**config.mk**
```make
export PLATFORM = sky130hd
export DESIGN_NAME = deadline_priority_queue_unit
export DESIGN_NICKNAME = d
export VERILOG_FILES = /design/src/design/dpq_pkg.sv /design/src/design/dpq_ram.sv /design/src/design/dpq_outreg.sv /design/src/design/deadline_priority_queue_unit.sv
export SDC_FILE = /design/constraint.sdc
export NUM_CORES = 1
export LEC_CHECK = 0
export BUFFER_PORTS_ARGS = -buffer_cell sky130_fd_sc_hd__buf_2
export CORE_ASPECT_RATIO = 0.5
export CORE_UTILIZATION = 30
export CTS_CLUSTER_SIZE = 30
export DETAILED_ROUTE_END_ITERATION = 10
export GPL_ROUTABILITY_DRIVEN = 0
export MAX_ROUTING_LAYER = met4
export PLACE_DENSITY_LB_ADDON = 0.2
export SYNTH_ARGS = -nofsm -noshare
export SYNTH_HDL_FRONTEND = slang
export SYNTH_SLANG_ARGS = --single-unit
```
**constraint.sdc**
```tcl
create_clock -name clk -period 5.6 [get_ports clk]
set_clock_uncertainty 0.05 [all_clocks]
set_input_delay 0.28 -clock clk [delete_from_list [all_inputs] [get_ports clk]]
set_output_delay 0.28 -clock clk [all_outputs]
set_load 0.1 [all_outputs]
```
**src/design/dpq_pkg.sv**
```systemverilog
`timescale 1ns / 1ps
// Shared types, constants and helper functions of the deadline priority queue.
package dpq_pkg;

	localparam int QUEUE_DEPTH = 16;
	localparam int MAX_RESULTS = 16;
	localparam int IDX_W       = $clog2(QUEUE_DEPTH);
	localparam int CNT_W       = $clog2(QUEUE_DEPTH + 1);
	localparam int MCNT_W      = $clog2(MAX_RESULTS + 1);
	localparam int KEY_W       = 26;

	localparam logic [1:0] FN_INSERT    = 2'd0;
	localparam logic [1:0] FN_POP       = 2'd1;
	localparam logic [1:0] FN_LIST_ALL  = 2'd2;
	localparam logic [1:0] FN_LIST_DATE = 2'd3;

	localparam logic [1:0] ST_OK     = 2'd0;
	localparam logic [1:0] ST_EMPTY  = 2'd1;
	localparam logic [1:0] ST_FULL   = 2'd2;
	localparam logic [1:0] ST_REPORT = 2'd3;

	typedef struct packed {
		logic [7:0]  tag;
		logic [13:0] year;
		logic [3:0]  month;
		logic [4:0]  day;
		logic [4:0]  hour;
		logic [5:0]  minute;
		logic [2:0]  prio;
	} entry_t;

	localparam int ENTRY_W = $bits(entry_t);

	typedef struct packed {
		logic [1:0]  func;
		logic [7:0]  task_tag;
		logic [13:0] due_year;
		logic [3:0]  due_month;
		logic [4:0]  due_day;
		logic [4:0]  due_hour;
		logic [5:0]  due_minute;
		logic [2:0]  priority_req;
	} cmd_t;

	typedef struct packed {
		logic [1:0]  status;
		logic [7:0]  out_tag;
		logic [13:0] out_year;
		logic [3:0]  out_month;
		logic [4:0]  out_day;
		logic [4:0]  out_hour;
		logic [5:0]  out_minute;
		logic [2:0]  out_priority;
		logic        last;
	} result_t;

	typedef enum logic [2:0] {
		S_IDLE,
		S_INS,
		S_POP,
		S_LIST,
		S_FIN
	} state_t;

	// Map a logical queue position onto the circular storage.
	function automatic logic [IDX_W-1:0] phys(input logic [IDX_W-1:0] head,
		input logic [CNT_W-1:0] lidx);
		logic [CNT_W:0] sum;
		sum = (CNT_W+1)'(head) + (CNT_W+1)'(lidx);
		if (sum >= (CNT_W+1)'(QUEUE_DEPTH)) begin
			sum = sum - (CNT_W+1)'(QUEUE_DEPTH);
		end
		return sum[IDX_W-1:0];
	endfunction

	// Sort key: date first, then priority.
	function automatic logic [KEY_W-1:0] key_of(input entry_t e);
		return {e.year, e.month, e.day, e.prio};
	endfunction

	function automatic entry_t to_entry(input cmd_t c);
		entry_t e;
		e.tag    = c.task_tag;
		e.year   = c.due_year;
		e.month  = c.due_month;
		e.day    = c.due_day;
		e.hour   = c.due_hour;
		e.minute = c.due_minute;
		e.prio   = c.priority_req;
		return e;
	endfunction

	function automatic result_t make_result(input logic [1:0] st, input entry_t e,
		input logic lst);
		result_t r;
		r.status       = st;
		r.out_tag      = e.tag;
		r.out_year     = e.year;
		r.out_month    = e.month;
		r.out_day      = e.day;
		r.out_hour     = e.hour;
		r.out_minute   = e.minute;
		r.out_priority = e.prio;
		r.last         = lst;
		return r;
	endfunction

endpackage

```
**src/design/dpq_ram.sv**
```systemverilog
`timescale 1ns / 1ps
// Simple dual-port RAM with one write port and one registered read port.
module dpq_ram #(
	parameter int WIDTH = 8,
	parameter int DEPTH = 16,
	localparam int AW   = $clog2(DEPTH)
) (
	input  logic             clk,
	input  logic             we,
	input  logic [AW-1:0]    waddr,
	input  logic [WIDTH-1:0] wdata,
	input  logic             re,
	input  logic [AW-1:0]    raddr,
	output logic [WIDTH-1:0] rdata
);

	logic [WIDTH-1:0] mem [DEPTH];
	logic [WIDTH-1:0] rdata_q;

	always_ff @(posedge clk) begin
		if (we) begin
			mem[waddr] <= wdata;
		end
	end

	// Read data holds while no read is issued.
	always_ff @(posedge clk) begin
		if (re) begin
			rdata_q <= mem[raddr];
		end
	end

	assign rdata = rdata_q;

endmodule

```
**src/design/dpq_outreg.sv**
```systemverilog
`timescale 1ns / 1ps
// Result output register between the queue controller and the result channel.
module dpq_outreg (
	input  logic              clk,
	input  logic              arst_n,
	input  logic              push,
	input  dpq_pkg::result_t  push_data,
	output logic              free,
	output logic              rsp_valid,
	input  logic              rsp_ready,
	output dpq_pkg::result_t  rsp
);
	import dpq_pkg::*;

	logic    valid_q;
	result_t data_q;

	assign free      = !valid_q || rsp_ready;
	assign rsp_valid = valid_q;
	assign rsp       = data_q;

	always_ff @(posedge clk or negedge arst_n) begin
		if (!arst_n) begin
			valid_q <= 1'b0;
		end else if (push) begin
			valid_q <= 1'b1;
		end else if (rsp_ready) begin
			valid_q <= 1'b0;
		end
	end

	always_ff @(posedge clk) begin
		if (push) begin
			data_q <= push_data;
		end
	end

endmodule

```
**src/design/deadline_priority_queue_unit.sv**
```systemverilog
`timescale 1ns / 1ps
// Deadline priority queue: sorted task list held in a circular RAM.
//
// Commands arrive on cmd (cmd_valid/cmd_ready); results leave on rsp
// (rsp_valid/rsp_ready). Insert, remove head, list all and list by date.
// Every command ends with one result that has last set; a list gives one
// result per reported entry, at most MAX_RESULTS.
// One command is worked at a time; cmd_ready is high only between commands.
// Insert walks from the tail towards the head, one RAM read and one write
// a cycle, moving each later entry up by one place.
// Remove head moves no entry; only the head pointer advances.
// Lists read one entry a cycle while the receiver does not stall. The single
// RAM read port sets these rates.
// Results go through an output register, so a new command is taken while
// the final result of the last one still waits. When the receiver stalls,
// a list holds its scan until the result register frees.
// Reset empties the queue at once (head and count clear); the RAM itself
// is not cleared, as only stored positions are ever read.
module deadline_priority_queue_unit (
	input  logic              clk,
	input  logic              arst_n,
	input  logic              cmd_valid,
	output logic              cmd_ready,
	input  dpq_pkg::cmd_t     cmd,
	output logic              rsp_valid,
	input  logic              rsp_ready,
	output dpq_pkg::result_t  rsp
);
	import dpq_pkg::*;

	state_t             state_q, state_d;
	logic [IDX_W-1:0]   head_q, head_d;
	logic [CNT_W-1:0]   count_q, count_d;
	logic [CNT_W-1:0]   idx_q, idx_d;
	logic               rvld_q, rvld_d;
	logic               pend_q, pend_d;
	logic [MCNT_W-1:0]  mcnt_q, mcnt_d;
	cmd_t               cmd_q, cmd_d;
	entry_t             pend_e_q, pend_e_d;
	logic [1:0]         fin_code_q, fin_code_d;

	logic               re, we;
	logic [IDX_W-1:0]   raddr, waddr;
	logic [ENTRY_W-1:0] wdata, rdata;
	entry_t             rd_e, new_e;

	logic               push, out_free;
	result_t            push_data;
	logic               match, consume, hit_cap, step;

	assign rd_e  = entry_t'(rdata);
	assign new_e = to_entry(cmd_q);

	dpq_ram #(
		.WIDTH(ENTRY_W),
		.DEPTH(QUEUE_DEPTH)
	) u_ram (
		.clk   (clk),
		.we    (we),
		.waddr (waddr),
		.wdata (wdata),
		.re    (re),
		.raddr (raddr),
		.rdata (rdata)
	);

	dpq_outreg u_outreg (
		.clk       (clk),
		.arst_n    (arst_n),
		.push      (push),
		.push_data (push_data),
		.free      (out_free),
		.rsp_valid (rsp_valid),
		.rsp_ready (rsp_ready),
		.rsp       (rsp)
	);

	always_comb begin
		state_d    = state_q;
		head_d     = head_q;
		count_d    = count_q;
		idx_d      = idx_q;
		rvld_d     = rvld_q;
		pend_d     = pend_q;
		mcnt_d     = mcnt_q;
		cmd_d      = cmd_q;
		pend_e_d   = pend_e_q;
		fin_code_d = fin_code_q;
		re         = 1'b0;
		raddr      = '0;
		we         = 1'b0;
		waddr      = '0;
		wdata      = '0;
		push       = 1'b0;
		push_data  = '0;
		match      = (cmd_q.func == FN_LIST_ALL) ||
			(key_of(rd_e) >> 3) == (key_of(new_e) >> 3);
		consume    = 1'b0;
		hit_cap    = 1'b0;
		step       = 1'b0;
		cmd_ready  = (state_q == S_IDLE);

		unique case (state_q)
			S_IDLE: begin
				if (cmd_valid) begin
					cmd_d  = cmd;
					pend_d = 1'b0;
					mcnt_d = '0;
					rvld_d = 1'b0;
					unique case (cmd.func)
						FN_INSERT: begin
							if (count_q == CNT_W'(QUEUE_DEPTH)) begin
								fin_code_d = ST_FULL;
								state_d    = S_FIN;
							end else begin
								idx_d   = count_q;
								state_d = S_INS;
								if (count_q != '0) begin
									re     = 1'b1;
									raddr  = phys(head_q, count_q - 1'b1);
									rvld_d = 1'b1;
								end
							end
						end
						FN_POP: begin
							if (count_q == '0) begin
								fin_code_d = ST_EMPTY;
								state_d    = S_FIN;
							end else begin
								re      = 1'b1;
								raddr   = head_q;
								state_d = S_POP;
							end
						end
						FN_LIST_ALL, FN_LIST_DATE: begin
							idx_d   = '0;
							state_d = S_LIST;
						end
						default: begin
							state_d = S_IDLE;
						end
					endcase
				end
			end
			S_INS: begin
				if (rvld_q && key_of(rd_e) >= key_of(new_e)) begin
					// Move the later entry up one place and look further down.
					we    = 1'b1;
					waddr = phys(head_q, idx_q);
					wdata = rd_e;
					idx_d = idx_q - 1'b1;
					if (idx_q > CNT_W'(1)) begin
						re     = 1'b1;
						raddr  = phys(head_q, idx_q - CNT_W'(2));
						rvld_d = 1'b1;
					end else begin
						rvld_d = 1'b0;
					end
				end else begin
					we         = 1'b1;
					waddr      = phys(head_q, idx_q);
					wdata      = new_e;
					rvld_d     = 1'b0;
					count_d    = count_q + 1'b1;
					fin_code_d = ST_OK;
					state_d    = S_FIN;
				end
			end
			S_POP: begin
				pend_d     = 1'b1;
				pend_e_d   = rd_e;
				head_d     = (head_q == IDX_W'(QUEUE_DEPTH - 1)) ? '0 : head_q + 1'b1;
				count_d    = count_q - 1'b1;
				fin_code_d = ST_OK;
				state_d    = S_FIN;
			end
			S_LIST: begin
				// A new match has to transfer the held one first.
				consume = rvld_q && (!(match && pend_q) || out_free);
				if (consume && match) begin
					if (pend_q) begin
						push      = 1'b1;
						push_data = make_result(ST_REPORT, pend_e_q, 1'b0);
					end
					pend_d   = 1'b1;
					pend_e_d = rd_e;
					mcnt_d   = mcnt_q + 1'b1;
					hit_cap  = (mcnt_q + 1'b1) == MCNT_W'(MAX_RESULTS);
				end
				step = !rvld_q || consume;
				if (step && idx_q < count_q && !hit_cap) begin
					re     = 1'b1;
					raddr  = phys(head_q, idx_q);
					idx_d  = idx_q + 1'b1;
					rvld_d = 1'b1;
				end else if (step) begin
					rvld_d = 1'b0;
				end
				if (hit_cap || (step && !(idx_q < count_q))) begin
					rvld_d     = 1'b0;
					fin_code_d = pend_d ? ST_REPORT : ST_EMPTY;
					state_d    = S_FIN;
				end
			end
			S_FIN: begin
				if (out_free) begin
					push      = 1'b1;
					push_data = make_result(fin_code_q, pend_q ? pend_e_q : '0, 1'b1);
					pend_d    = 1'b0;
					state_d   = S_IDLE;
				end
			end
			default: begin
				state_d = S_IDLE;
			end
		endcase
	end

	always_ff @(posedge clk or negedge arst_n) begin
		if (!arst_n) begin
			state_q <= S_IDLE;
			head_q  <= '0;
			count_q <= '0;
			idx_q   <= '0;
			rvld_q  <= 1'b0;
			pend_q  <= 1'b0;
			mcnt_q  <= '0;
		end else begin
			state_q <= state_d;
			head_q  <= head_d;
			count_q <= count_d;
			idx_q   <= idx_d;
			rvld_q  <= rvld_d;
			pend_q  <= pend_d;
			mcnt_q  <= mcnt_d;
		end
	end

	always_ff @(posedge clk) begin
		cmd_q      <= cmd_d;
		pend_e_q   <= pend_e_d;
		fin_code_q <= fin_code_d;
	end

endmodule
```
==> out/metrics.csv <==
metric,value,unit
routed len/inst,25.1,um
port bufs,100,
R2R Path End,u_ram.rdata[15],
clock tree buffer depth,3,
clk sink count,932,
ys async rst share,2.68,%
FMAX,0.214,GHz
VDD IR-drop max,298,uV
Min-Delay Path Class,input port to async pin,
required time of the critical path,5980,ps
Post-Synthesis Cells,2555,
top-count cell post-synth,edfxtp_1,
unrepaired setup endpoints after global routing,no,
number of post-CTS setup repair buffers,0,
Core Region,124000,um^2
H-Tree Depth,3,
drc violations,0,
status,finished clean,
post-synth top area share,71.7,%
Pre-Repair DR Iteration Count,7,
io pins,101,
area delta synth->final,16.7,%
gr usage total,17.8,%
"Clk Latency, worst-skew pair",680,ps
Slew @ Worst Pin,1190,ps
Slew headroom,19.8,%
Crit. End Element,flip-flop,
R2R cell count,11,
Post-DRT Antenna Nets,0,
gr busiest metal,met2,
final setup fails,0,
Synth Flop Type,edfxtp_1,
vias in the first global route,22000,
"Arr. time, crit path",5040,ps
Mapped Area,38000,um^2
Pleak,15.9,nW
post-synthesis sequential area ratio,73.3,%
fin crit share,83.4,%
pin count of the biggest net entering global routing,114,
Post-synth EDFFs,907,
CTS tree,yes,
R2R Setup Slk,930,ps
syn nets,2658,
CP Class,flip-flop to flip-flop,
HPWL after DPL,61000,um
final-stage net count,2835,
# fillers,11800,
CTS Buf Count,91,
Ys Warns,0,
Die Width,505,um
gr ovfl total,0,
Site Rows,91,
syn avg cell area,14.9,um^2
ranking of synthesized cells by area,"edfxtp_1, nand2_1, mux2i_1",
vias per cell,5.14,
post-synth cell types,70,
Crit Path Max Fanout,33,
share of cells above drive strength 1,13.2,%
clock root buffer,clkbuf_16,
DR iter-0 viols,2202,
vias after detailed routing,23000,
setup_tns,0,ps
cell taking the most area after synthesis,edfxtp_1,
Finished Layout Cells,4476,
routing usage on met1,25.2,%
first-pass GRT wire length,161000,um
RR Startpoint,u_ram.rdata[24],
Final Hold Fails,0,
number of placed cells counting well taps,4263,
Die Area,128000,um^2
Setup crit start kind,flip-flop,
met2 usage,26.6,%
Worst-path clk slew,70,ps
# Max-Cap Violations,0,
"Hold-fix buffers, CTS",50,
register bit total from synthesis,932,
Die H,254,um
grt met3 use,3.21,%
initial core utilization,30.5,%
post-route minimum period,4670,ps
most frequent cells after synthesis,"edfxtp_1, nand2_1, mux2i_1",
initial antenna violation count,0,
power density cells,478,nW/um^2
post-CTS resize count,0,
Max Slew Vio Count,0,
Routed WL,112000,um
cell usage in the layout, fill, tap and decap left out, types with 10 or more instances in the layout:
master | synthesis | routed
a21oi_1 | 79 | 77
a2111oi_1 | 10 | 10
dlygate4sd3_1 | 0 | 50
inv_1 | 90 | 89
a32oi_1 | 45 | 45
nand3_1 | 10 | 10
a21boi_0 | 48 | 48
buf_4 | 4 | 71
clkinv_2 | 0 | 15
a211o_1 | 46 | 46
and3_1 | 48 | 48
clkbuf_16 | 0 | 92
nor2_2 | 12 | 12
o21ai_0 | 28 | 27
a311oi_1 | 92 | 91
a221oi_1 | 45 | 45
buf_2 | 47 | 100
and2_1 | 47 | 46
ha_1 | 49 | 49
nand2_1 | 362 | 358
clkinv_1 | 0 | 21
xnor2_1 | 12 | 12
edfxtp_1 | 907 | 907
buf_12 | 0 | 17
a2111oi_0 | 35 | 35
dfrtp_1 | 25 | 25
nor2_4 | 1 | 19
mux2i_1 | 135 | 135
nor2_1 | 121 | 103
clkbuf_1 | 95 | 21
a211oi_1 | 48 | 48
worst max-delay path by stage:
stage                                   from              end  slack [ps]  cells after the start
after global placement       u_ram.rdata[24]  u_ram.rdata[12]         990                     11
final                        u_ram.rdata[24]  u_ram.rdata[15]         930                     11
after global routing         u_ram.rdata[24]  u_ram.rdata[43]         690                     11
after detailed placement     u_ram.rdata[24]  u_ram.rdata[43]         960                     11
after floorplan           u_outreg.rsp_valid  u_outreg.rsp[0]         550                      2
after CTS                    u_ram.rdata[24]   u_ram.rdata[0]         930                     11
logic make-up after synthesis:
logic type	share of synthesized area, %
DFF	73.3
and+or+nand+nor	7.58
adders and majority gates	1.77
AOI/OAI and AO/OA	10.7
muxes	3.59
xor gates and xnor gates	0.415
buffers and inverters	2.68
sequential cells by signal, summed over array words and instances (netlist names):
name                flops
mcnt_q                  5
cmd_q                  47
fin_code_q              2
u_outreg.rsp           48
head_q                  4
pend_e_q               45
count_q                 5
pend_q                  1
rvld_q                  1
idx_q                   5
u_outreg.rsp_valid      1
state_q                 3
u_ram.mem             720
u_ram.rdata            45
power by group:
group	switching, mW	total, mW	internal, mW
registers	0.413	9.47	9.06
clock network	2.66	5.92	3.26
logic	4.33	5.82	1.48
final cells by class:
class / instances / area, um^2 / share of cell area, %
repair buffers: 238 / 1870 / 4.23
flip-flops and latches: 932 / 27900 / 62.8
diodes: 1 / 2.50 / 0.00564
clock inverters: 48 / 402 / 0.906
inverters: 90 / 338 / 0.762
well taps: 1674 / 2090 / 4.72
multi-input cells: 1379 / 9390 / 21.2
clock buffers: 114 / 2390 / 5.40
critical path, cell delays in order, from the launching register on:
cell,delay [ps]
edfxtp_1,430
ha_1,340
nand4_1,270
nor4_2,630
a32o_2,330
a211oi_2,170
a21oi_4,510
buf_4,470
a21boi_0,150
a2111oi_0,550
a311oi_1,110
a211o_1,350
stage by stage:
stage	utilization [%]	worst slack [ps]	hold WS (ps)	total power, mW	instance area (um^2)
after floorplan	-	551	-65.6	13.1	38000
after global placement	33.0	993	288	15.4	41100
after detailed placement	33.0	957	298	15.4	41100
after CTS	35.6	927	173	21.4	44400
after global routing	35.6	685	221	22.1	44400
final	35.6	932	143	21.2	44400
routing by layer:
metal  vias up  wire length (um)
met2       677             50000
met5         -                 0
met1     11900             53700
met4         0              2360
met3       163              6300
li1      10200                 -
Power figures use the tool's default switching activity.
